$ cat src/sha_pkg.sv
// Package for the SHA-256 stream hasher: types, round constants, initial hash values, rotate function.
// No dependencies.
`timescale 1ns / 1ps

package sha_pkg;

    localparam int unsigned FifoDepth = 4;
    localparam logic [7:0] PadByte = 8'h80;

    typedef logic [31:0] t_word;

    // Entry that the front hands to the back.
    typedef struct packed {
        logic [7:0] data_byte;
        logic       byte_present;
        logic       end_of_message;
    } t_item;

    typedef enum logic [2:0] {
        ST_IDLE,
        ST_LOAD,
        ST_ROUND,
        ST_ADD,
        ST_EMIT
    } t_state;

    // Back part status shared with the top level.
    typedef struct packed {
        logic busy;
        logic emitting;
    } t_back_status;

    function automatic t_word round_k(input logic [5:0] t);
        t_word k;
        case (t)
            6'd0: k = 32'h428a2f98; 6'd1: k = 32'h71374491; 6'd2: k = 32'hb5c0fbcf;
            6'd3: k = 32'he9b5dba5; 6'd4: k = 32'h3956c25b; 6'd5: k = 32'h59f111f1;
            6'd6: k = 32'h923f82a4; 6'd7: k = 32'hab1c5ed5; 6'd8: k = 32'hd807aa98;
            6'd9: k = 32'h12835b01; 6'd10: k = 32'h243185be; 6'd11: k = 32'h550c7dc3;
            6'd12: k = 32'h72be5d74; 6'd13: k = 32'h80deb1fe; 6'd14: k = 32'h9bdc06a7;
            6'd15: k = 32'hc19bf174; 6'd16: k = 32'he49b69c1; 6'd17: k = 32'hefbe4786;
            6'd18: k = 32'h0fc19dc6; 6'd19: k = 32'h240ca1cc; 6'd20: k = 32'h2de92c6f;
            6'd21: k = 32'h4a7484aa; 6'd22: k = 32'h5cb0a9dc; 6'd23: k = 32'h76f988da;
            6'd24: k = 32'h983e5152; 6'd25: k = 32'ha831c66d; 6'd26: k = 32'hb00327c8;
            6'd27: k = 32'hbf597fc7; 6'd28: k = 32'hc6e00bf3; 6'd29: k = 32'hd5a79147;
            6'd30: k = 32'h06ca6351; 6'd31: k = 32'h14292967; 6'd32: k = 32'h27b70a85;
            6'd33: k = 32'h2e1b2138; 6'd34: k = 32'h4d2c6dfc; 6'd35: k = 32'h53380d13;
            6'd36: k = 32'h650a7354; 6'd37: k = 32'h766a0abb; 6'd38: k = 32'h81c2c92e;
            6'd39: k = 32'h92722c85; 6'd40: k = 32'ha2bfe8a1; 6'd41: k = 32'ha81a664b;
            6'd42: k = 32'hc24b8b70; 6'd43: k = 32'hc76c51a3; 6'd44: k = 32'hd192e819;
            6'd45: k = 32'hd6990624; 6'd46: k = 32'hf40e3585; 6'd47: k = 32'h106aa070;
            6'd48: k = 32'h19a4c116; 6'd49: k = 32'h1e376c08; 6'd50: k = 32'h2748774c;
            6'd51: k = 32'h34b0bcb5; 6'd52: k = 32'h391c0cb3; 6'd53: k = 32'h4ed8aa4a;
            6'd54: k = 32'h5b9cca4f; 6'd55: k = 32'h682e6ff3; 6'd56: k = 32'h748f82ee;
            6'd57: k = 32'h78a5636f; 6'd58: k = 32'h84c87814; 6'd59: k = 32'h8cc70208;
            6'd60: k = 32'h90befffa; 6'd61: k = 32'ha4506ceb; 6'd62: k = 32'hbef9a3f7;
            default: k = 32'hc67178f2;
        endcase
        return k;
    endfunction

    function automatic t_word initial_h(input logic [2:0] i);
        t_word h;
        case (i)
            3'd0: h = 32'h6a09e667; 3'd1: h = 32'hbb67ae85;
            3'd2: h = 32'h3c6ef372; 3'd3: h = 32'ha54ff53a;
            3'd4: h = 32'h510e527f; 3'd5: h = 32'h9b05688c;
            3'd6: h = 32'h1f83d9ab;
            default: h = 32'h5be0cd19;
        endcase
        return h;
    endfunction

    function automatic t_word rotr(input t_word x, input int unsigned n);
        return (x >> n) | (x << (32 - n));
    endfunction

endpackage

$ cat src/sha_front.sv
// Front part: input queue of accepted items ahead of the compression engine.
// Depends on sha_pkg.
`timescale 1ns / 1ps

module sha_front #(
    parameter int unsigned DEPTH = sha_pkg::FifoDepth
) (
    input  logic          i_clk,
    input  logic          i_rst_n,
    input  logic          i_push,
    input  sha_pkg::t_item i_item,
    output logic          o_full,
    output logic          o_valid,
    output sha_pkg::t_item o_item,
    input  logic          i_take
);
    localparam int unsigned AW = (DEPTH > 1) ? $clog2(DEPTH) : 1;

    sha_pkg::t_item r_mem [DEPTH];
    logic [AW-1:0] r_wr, r_rd;
    logic [AW:0]   r_cnt;
    logic do_push, do_pop;

    assign o_full  = (r_cnt == (AW+1)'(DEPTH));
    assign o_valid = (r_cnt != '0);
    assign o_item  = r_mem[r_rd];
    assign do_push = i_push && !o_full;
    assign do_pop  = i_take && o_valid;

    always_ff @(posedge i_clk) begin
        if (do_push) begin
            r_mem[r_wr] <= i_item;
        end
    end

    always_ff @(posedge i_clk) begin
        if (!i_rst_n) begin
            r_wr <= '0;
            r_rd <= '0;
            r_cnt <= '0;
        end else begin
            if (do_push) begin
                r_wr <= (r_wr == AW'(DEPTH - 1)) ? '0 : r_wr + 1'b1;
            end
            if (do_pop) begin
                r_rd <= (r_rd == AW'(DEPTH - 1)) ? '0 : r_rd + 1'b1;
            end
            r_cnt <= r_cnt + (AW+1)'(do_push) - (AW+1)'(do_pop);
        end
    end
endmodule

$ cat src/sha_back.sv
// Back part: block gathering, padding, 64-round compression and digest output.
// Depends on sha_pkg.
`timescale 1ns / 1ps

module sha_back (
    input  logic                 i_clk,
    input  logic                 i_rst_n,
    input  logic                 i_valid,
    input  sha_pkg::t_item       i_item,
    output logic                 o_take,
    output logic                 o_out_valid,
    output logic [31:0]          o_word,
    output logic [2:0]           o_num,
    output logic                 o_last,
    input  logic                 i_out_pop,
    output sha_pkg::t_back_status o_status
);
    sha_pkg::t_state r_state, n_state;

    logic [31:0] r_w [16];     // message schedule window, w[t] at index 0
    logic [31:0] r_h [8];
    logic [31:0] r_v [8];
    logic [5:0]  r_fill;       // bytes in the current block
    logic [63:0] r_bits;
    logic [5:0]  r_t;
    logic [2:0]  r_k;
    logic        r_pad;        // padding in progress
    logic        r_len_done;   // length placed in this block, emit after it
    logic        r_pad_flag;   // 0x80 already placed

    // schedule and round terms
    logic [31:0] s0, s1, w_new, big0, big1, ch, maj, t1, t2;
    always_comb begin
        s0 = sha_pkg::rotr(r_w[1], 7) ^ sha_pkg::rotr(r_w[1], 18) ^ (r_w[1] >> 3);
        s1 = sha_pkg::rotr(r_w[14], 17) ^ sha_pkg::rotr(r_w[14], 19) ^ (r_w[14] >> 10);
        w_new = s1 + r_w[9] + s0 + r_w[0];
        big1 = sha_pkg::rotr(r_v[4], 6) ^ sha_pkg::rotr(r_v[4], 11)
             ^ sha_pkg::rotr(r_v[4], 25);
        ch   = (r_v[4] & r_v[5]) ^ (~r_v[4] & r_v[6]);
        t1   = r_v[7] + big1 + ch + sha_pkg::round_k(r_t) + r_w[0];
        big0 = sha_pkg::rotr(r_v[0], 2) ^ sha_pkg::rotr(r_v[0], 13)
             ^ sha_pkg::rotr(r_v[0], 22);
        maj  = (r_v[0] & r_v[1]) ^ (r_v[0] & r_v[2]) ^ (r_v[1] & r_v[2]);
        t2   = big0 + maj;
    end

    // length may go into this block only if 0x80 landed at or before byte 55
    logic r_len_ok;

    // padding byte for the current fill position
    logic [7:0] pad_byte;
    logic [5:0] len_idx;
    always_comb begin
        len_idx = r_fill - 6'd56;
        if (r_fill >= 6'd56 && !(r_fill == 6'd56 && !r_pad_flag) && r_pad_flag
            && r_len_ok) begin
            pad_byte = r_bits[8'(7 - len_idx[2:0]) * 8 +: 8];
        end else if (!r_pad_flag) begin
            pad_byte = sha_pkg::PadByte;
        end else begin
            pad_byte = 8'h00;
        end
    end

    // select the byte written into the schedule window (bytes arrive big-endian)
    logic [7:0] in_byte;
    logic       load_byte;
    always_comb begin
        in_byte = (r_state == sha_pkg::ST_LOAD) ? pad_byte : i_item.data_byte;
    end

    always_comb begin
        n_state = r_state;
        case (r_state)
            sha_pkg::ST_IDLE: begin
                if (i_valid) begin
                    if (i_item.byte_present && r_fill == 6'd63) begin
                        n_state = sha_pkg::ST_ROUND;
                    end else if (i_item.end_of_message) begin
                        n_state = sha_pkg::ST_LOAD;
                    end
                end
            end
            sha_pkg::ST_LOAD: begin
                if (r_fill == 6'd63) begin
                    n_state = sha_pkg::ST_ROUND;
                end
            end
            sha_pkg::ST_ROUND: begin
                if (r_t == 6'd63) begin
                    n_state = sha_pkg::ST_ADD;
                end
            end
            sha_pkg::ST_ADD: begin
                if (r_len_done) begin
                    n_state = sha_pkg::ST_EMIT;
                end else if (r_pad) begin
                    n_state = sha_pkg::ST_LOAD;
                end else begin
                    n_state = sha_pkg::ST_IDLE;
                end
            end
            sha_pkg::ST_EMIT: begin
                if (i_out_pop && r_k == 3'd7) begin
                    n_state = sha_pkg::ST_IDLE;
                end
            end
            default: n_state = sha_pkg::ST_IDLE;
        endcase
    end

    always_comb begin
        o_take      = (r_state == sha_pkg::ST_IDLE);
        o_out_valid = (r_state == sha_pkg::ST_EMIT);
        o_word      = r_h[r_k];
        o_num       = r_k;
        o_last      = (r_k == 3'd7);
        o_status.busy     = (r_state != sha_pkg::ST_IDLE);
        o_status.emitting = o_out_valid;
        load_byte = ((r_state == sha_pkg::ST_IDLE) && i_valid && i_item.byte_present)
                  || (r_state == sha_pkg::ST_LOAD);
    end

    always_ff @(posedge i_clk) begin
        if (load_byte) begin
            r_w[r_fill[5:2]][8'(3 - r_fill[1:0]) * 8 +: 8] <= in_byte;
        end
        if (r_state == sha_pkg::ST_ROUND) begin
            for (int i = 0; i < 15; i++) begin
                r_w[i] <= r_w[i+1];
            end
            r_w[15] <= w_new;
            r_v[7] <= r_v[6];
            r_v[6] <= r_v[5];
            r_v[5] <= r_v[4];
            r_v[4] <= r_v[3] + t1;
            r_v[3] <= r_v[2];
            r_v[2] <= r_v[1];
            r_v[1] <= r_v[0];
            r_v[0] <= t1 + t2;
        end else begin
            for (int i = 0; i < 8; i++) begin
                r_v[i] <= r_h[i];
            end
        end
    end

    always_ff @(posedge i_clk) begin
        if (!i_rst_n) begin
            r_state <= sha_pkg::ST_IDLE;
            for (int i = 0; i < 8; i++) begin
                r_h[i] <= sha_pkg::initial_h(3'(i));
            end
            r_fill <= '0;
            r_bits <= '0;
            r_t <= '0;
            r_k <= '0;
            r_pad <= 1'b0;
            r_len_done <= 1'b0;
            r_pad_flag <= 1'b0;
            r_len_ok <= 1'b0;
        end else begin
            r_state <= n_state;
            if (load_byte) begin
                r_fill <= r_fill + 6'd1;
            end
            case (r_state)
                sha_pkg::ST_IDLE: begin
                    if (i_valid) begin
                        if (i_item.byte_present) begin
                            r_bits <= r_bits + 64'd8;
                        end
                        r_pad <= i_item.end_of_message;
                        // 0x80 goes after the optional byte; length fits if at most 55 then
                        r_len_ok <= ((i_item.byte_present ? r_fill + 6'd1 : r_fill) < 6'd56)
                                  && !(i_item.byte_present && r_fill == 6'd63);
                    end
                end
                sha_pkg::ST_LOAD: begin
                    r_pad_flag <= 1'b1;
                    if (r_fill == 6'd63) begin
                        r_len_done <= r_len_ok;
                    end
                end
                sha_pkg::ST_ROUND: begin
                    r_t <= r_t + 6'd1;
                end
                sha_pkg::ST_ADD: begin
                    for (int i = 0; i < 8; i++) begin
                        r_h[i] <= r_h[i] + r_v[i];
                    end
                    // next pass of padding: length always fits a fresh block
                    r_len_ok <= 1'b1;
                end
                sha_pkg::ST_EMIT: begin
                    if (i_out_pop) begin
                        r_k <= r_k + 3'd1;
                        if (r_k == 3'd7) begin
                            for (int i = 0; i < 8; i++) begin
                                r_h[i] <= sha_pkg::initial_h(3'(i));
                            end
                            r_bits <= '0;
                            r_pad <= 1'b0;
                            r_len_done <= 1'b0;
                            r_pad_flag <= 1'b0;
                        end
                    end
                end
                default: ;
            endcase
        end
    end
endmodule

$ cat src/sha256_stream_hasher_core.sv
// SHA-256 stream hasher: bytes in, eight digest words out per message.
// Throughput: one byte per cycle within a block while items are queued; each full
// block then holds the engine for the take of the last byte, 64 rounds in one shared
// round unit, and the final add.
// Reset: synchronous active-low i_rst_n clears queue, counters and restores initial hash.
`timescale 1ns / 1ps

module sha256_stream_hasher_core #(
    parameter int unsigned FIFO_DEPTH = sha_pkg::FifoDepth
) (
    input  logic        i_clk,
    input  logic        i_rst_n,
    input  logic        push,
    output logic        full,
    input  logic [7:0]  i_data_byte,
    input  logic        i_byte_present,
    input  logic        i_end_of_message,
    output logic        empty,
    input  logic        pop,
    output logic [31:0] o_digest_word,
    output logic [2:0]  o_word_number,
    output logic        o_last_word
);
    sha_pkg::t_item       in_item, q_item;
    logic                 q_valid, q_take, out_valid;
    sha_pkg::t_back_status back_status;

    // bundle the item fields for the queue
    assign in_item.data_byte      = i_data_byte;
    assign in_item.byte_present   = i_byte_present;
    assign in_item.end_of_message = i_end_of_message;

    // front: hold accepted items so the input side can stall independently
    sha_front #(.DEPTH(FIFO_DEPTH)) u_front (
        .i_clk   (i_clk),
        .i_rst_n (i_rst_n),
        .i_push  (push),
        .i_item  (in_item),
        .o_full  (full),
        .o_valid (q_valid),
        .o_item  (q_item),
        .i_take  (q_take)
    );

    // back: gather bytes, compress, pad, and present digest words for transfer
    sha_back u_back (
        .i_clk       (i_clk),
        .i_rst_n     (i_rst_n),
        .i_valid     (q_valid),
        .i_item      (q_item),
        .o_take      (q_take),
        .o_out_valid (out_valid),
        .o_word      (o_digest_word),
        .o_num       (o_word_number),
        .o_last      (o_last_word),
        .i_out_pop   (pop),
        .o_status    (back_status)
    );

    assign empty = !(out_valid && back_status.emitting);
endmodule

$ cat config.mk
export PLATFORM = sky130hd
export DESIGN_NAME = sha256_stream_hasher_core
export DESIGN_NICKNAME = d
export VERILOG_FILES = /design/src/sha_pkg.sv /design/src/sha_front.sv /design/src/sha_back.sv /design/src/sha256_stream_hasher_core.sv
export SDC_FILE = /design/constraint.sdc
export NUM_CORES = 2
export LEC_CHECK = 0
export BUFFER_PORTS_ARGS = -buffer_cell sky130_fd_sc_hd__buf_2
export CAP_MARGIN = 20
export CELL_PAD_IN_SITES_DETAIL_PLACEMENT = 0
export CELL_PAD_IN_SITES_GLOBAL_PLACEMENT = 2
export CORE_ASPECT_RATIO = 1.5
export CORE_UTILIZATION = 40
export CTS_BUF_LIST = sky130_fd_sc_hd__clkbuf_16
export CTS_CLUSTER_SIZE = 28
export DETAILED_ROUTE_END_ITERATION = 10
export GPL_TIMING_DRIVEN = 0
export PLACE_DENSITY_LB_ADDON = 0.1
export SLEW_MARGIN = 20
export SYNTH_ARGS = -nofsm -noshare
export SYNTH_HDL_FRONTEND = slang
export SYNTH_SLANG_ARGS = --single-unit
$ cat constraint.sdc
create_clock -name i_clk -period 15.7 [get_ports i_clk]
set_clock_uncertainty 0.1 [all_clocks]
set_input_delay 3.925 -clock i_clk [delete_from_list [all_inputs] [get_ports i_clk]]
set_output_delay 3.925 -clock i_clk [all_outputs]
set_load 0.02 [all_outputs]
==> qor.csv <==
metric;value;unit
status;complete, no violations;
antenna_left;0;
synth-seq-cells;1191;
post-route-period-util;69.3;%
end_kind;register;
cp_slowest_cell;xnor2_1;
fin_tns_setup;0;ps
cpMostUsedCell;a21oi_1;
critPathRequiredTime;16340;ps
synth-seq-area-share;42.1;%
die_x;350;um
cts_hold_buf;0;
overflow;0;
fin_area;81500;sq um
path_class;register to register;
slowest_delay;910;ps
drcViolationCount;0;
layout.nets;8202;
synth_area_leaders;edfxtp_1 28%, dfxtp_1 14%, ha_1 6.9%;
numPortBuffers;51;
grt_first_pass_wirelength;442;mm
worst_hold_path_type;register to register;
first_pass_iters;6;
grt_max_degree;64;
ctsHtreeMaxLevel;4;
nFillCells;17500;
pin_count;52;
slew_violations;0;
cts_tree;built;
layout-drive-gt1-share;7.21;%
mostFrequentLayoutCells;1,054 x nand2_1, 680 x edfxtp_1, 636 x a21o_1;
dpl-instance-area;77100;sq um
avgSynthCellArea;9.92;sq um
drv_cap;0;
synth_flop_cell;edfxtp_1;
rsz0062_at_grt;false;
critical_path_arrival;11520;ps
cts-root-buf;clkbuf_16;
dieHeight;524;um
yosysUniqueCellTypes;90;
critPathLaunchType;register;
cts_buffers;144;
grt.total_usage;34.6;%
wirelength;320;mm
area_delta_synth_final;12.1;%
clock_path_buffers;4;
synthArstFlopShare;0;%
core_area;181000;sq um
die_area;184000;sq um
cts.sinks;1191;
cts_setup_buffers;0;
netlist.area_leader.share;28.1;%
synth.largest_area_cell;edfxtp_1;
antenna_found_initial;17;
wl_per_cell;31.6;um
routed_via_density;5.70;
dp_slack;4980;ps
synth_cells;7336;
syn_nets;7950;
drtIter0Drc;4041;
place_congestion;1.01;
start_util;40.3;%
relSlewSlack;16.4;%
rows;191;
layout_commonest_cell;nand2_1;
worstPathMaxFanout;6;
syn_area;72800;sq um
min_period;10880;ps
insertion_delay;840;ps
synth.yosys.warnings;0;
cts-resized-gates;0;
setup_viol;0;
setup_ws;4820;ps
max_freq;0.0919;GHz
grt_pass1_vias;59400;
worst_pin_slew;1250;ps
post-dp-hpwl;259;mm
hold_viol_final;0;
cts.clk_slew.worst_paths;60;ps
synth_edf_count;680;
vias;57600;
==> cell families (layout without fill, tap and decap cells) <==
kind of cell	count (synthesis)	count (layout)	synth area share (%)
and+or+nand+nor	2003	2003	12.1
AOI/OAI and AO/OA	1986	1986	17.8
DFF	1191	1191	42.1
buffers and inverters	739	1091	3.85
adders and majority gates	630	630	12.8
xor gates and xnor gates	613	613	7.42
muxes	174	174	3.97
other	0	5	0
==> final cells by class <==
class | instances | area, sq um | share of cell area, %
well taps | 2412 | 3020 | 3.70
flip-flops and latches | 1191 | 30600 | 37.6
plain buffers | 407 | 1640 | 2.02
multi-input cells | 5406 | 39400 | 48.3
inverters | 332 | 1250 | 1.54
diodes | 5 | 12.5 | 0.0153
clock inverters | 101 | 812 | 0.996
repair buffers | 106 | 1120 | 1.37
clock buffers | 145 | 3630 | 4.45
==> routing by layer <==
metal / up-vias / wire (um) / share of wire (%) / global-route usage (%)
met3: 824 / 13100 / 4.1 / 4.64
li1: 26500 / - / - / -
met1: 28500 / 108000 / 34 / 33.8
met4: 8 / 34900 / 11 / 31.8
met2: 1799 / 164000 / 51 / 63.0
met5: - / 57 / 0.018 / 0
==> metrics by stage <==
step / std cells / hold WS [ps] / utilization, %
6_report: 10100 / 348 / 45.1
2_1_floorplan: 7336 / 332 / -
3_3_place_gp: 9799 / 354 / 42.1
5_1_grt: 10100 / 358 / 45.1
3_5_place_dp: 9854 / 352 / 42.7
4_1_cts: 10100 / 348 / 45.1
==> critical path, delay by kind of cell, from the launching register on <==
kind | cells | cell delay, ps
XOR/XNOR | 4 | 1600
adder cells (fa/ha/maj) | 6 | 2550
AND/OR/NAND/NOR | 1 | 90
buffers and inverters | 5 | 870
flip-flops | 1 | 340
AO/OA/AOI/OAI | 17 | 5250
==> cells in the mapped netlist, types with 13 or more instances <==
cell type / count
inv_1: 329
o211ai_1: 57
nand4_1: 35
nor3_1: 90
mux2_2: 33
nor2b_1: 74
and2_1: 30
mux2i_1: 53
o21a_1: 46
a21o_1: 636
and3_1: 39
buf_1: 29
a221oi_1: 13
edfxtp_1: 680
maj3_1: 30
a21oi_1: 421
o21ai_0: 419
a21boi_0: 19
ha_1: 404
nor3b_1: 13
a311oi_1: 18
nand2_1: 1054
xor2_1: 217
o22ai_1: 32
o31ai_1: 34
o21bai_1: 43
xnor2_1: 394
mux4_2: 86
a211oi_1: 47
fa_1: 196
nand2b_1: 73
o311ai_0: 16
nand3_1: 110
dfxtp_1: 511
nor2_1: 383
clkbuf_1: 366
a31oi_1: 48
a211o_1: 16
or3_1: 43
==> path summary, 6_finish.rpt <==
check	start	endpoint	slack (ps)	depth (start not counted)
worst max-delay path	u_back.r_v[4][27]	u_back.r_v[0][31]	4820	33
worst min-delay path	u_back.r_v[6][12]	u_back.r_v[7][12]	350	2
worst max register to register	u_back.r_v[4][27]	u_back.r_v[0][31]	4820	33
worst min register to register	u_back.r_v[6][12]	u_back.r_v[7][12]	350	2
==> state kept, by name, indices dropped and copies added, names as in the netlist, 2 cells and up, named ones only <==
signal and flops:
u_back.r_w 512, u_back.r_h 256, u_back.r_v 256, u_back.r_bits 61, u_front.r_mem 40, u_back.r_fill 6, u_back.r_t 6, u_back.o_num 3
u_back.r_state 3, u_front.r_cnt 3, u_front.r_rd 2, u_front.r_wr 2
Power is not shown: default switching activity piles up to over one toggle a cycle in this logic, so the estimate is an artifact.
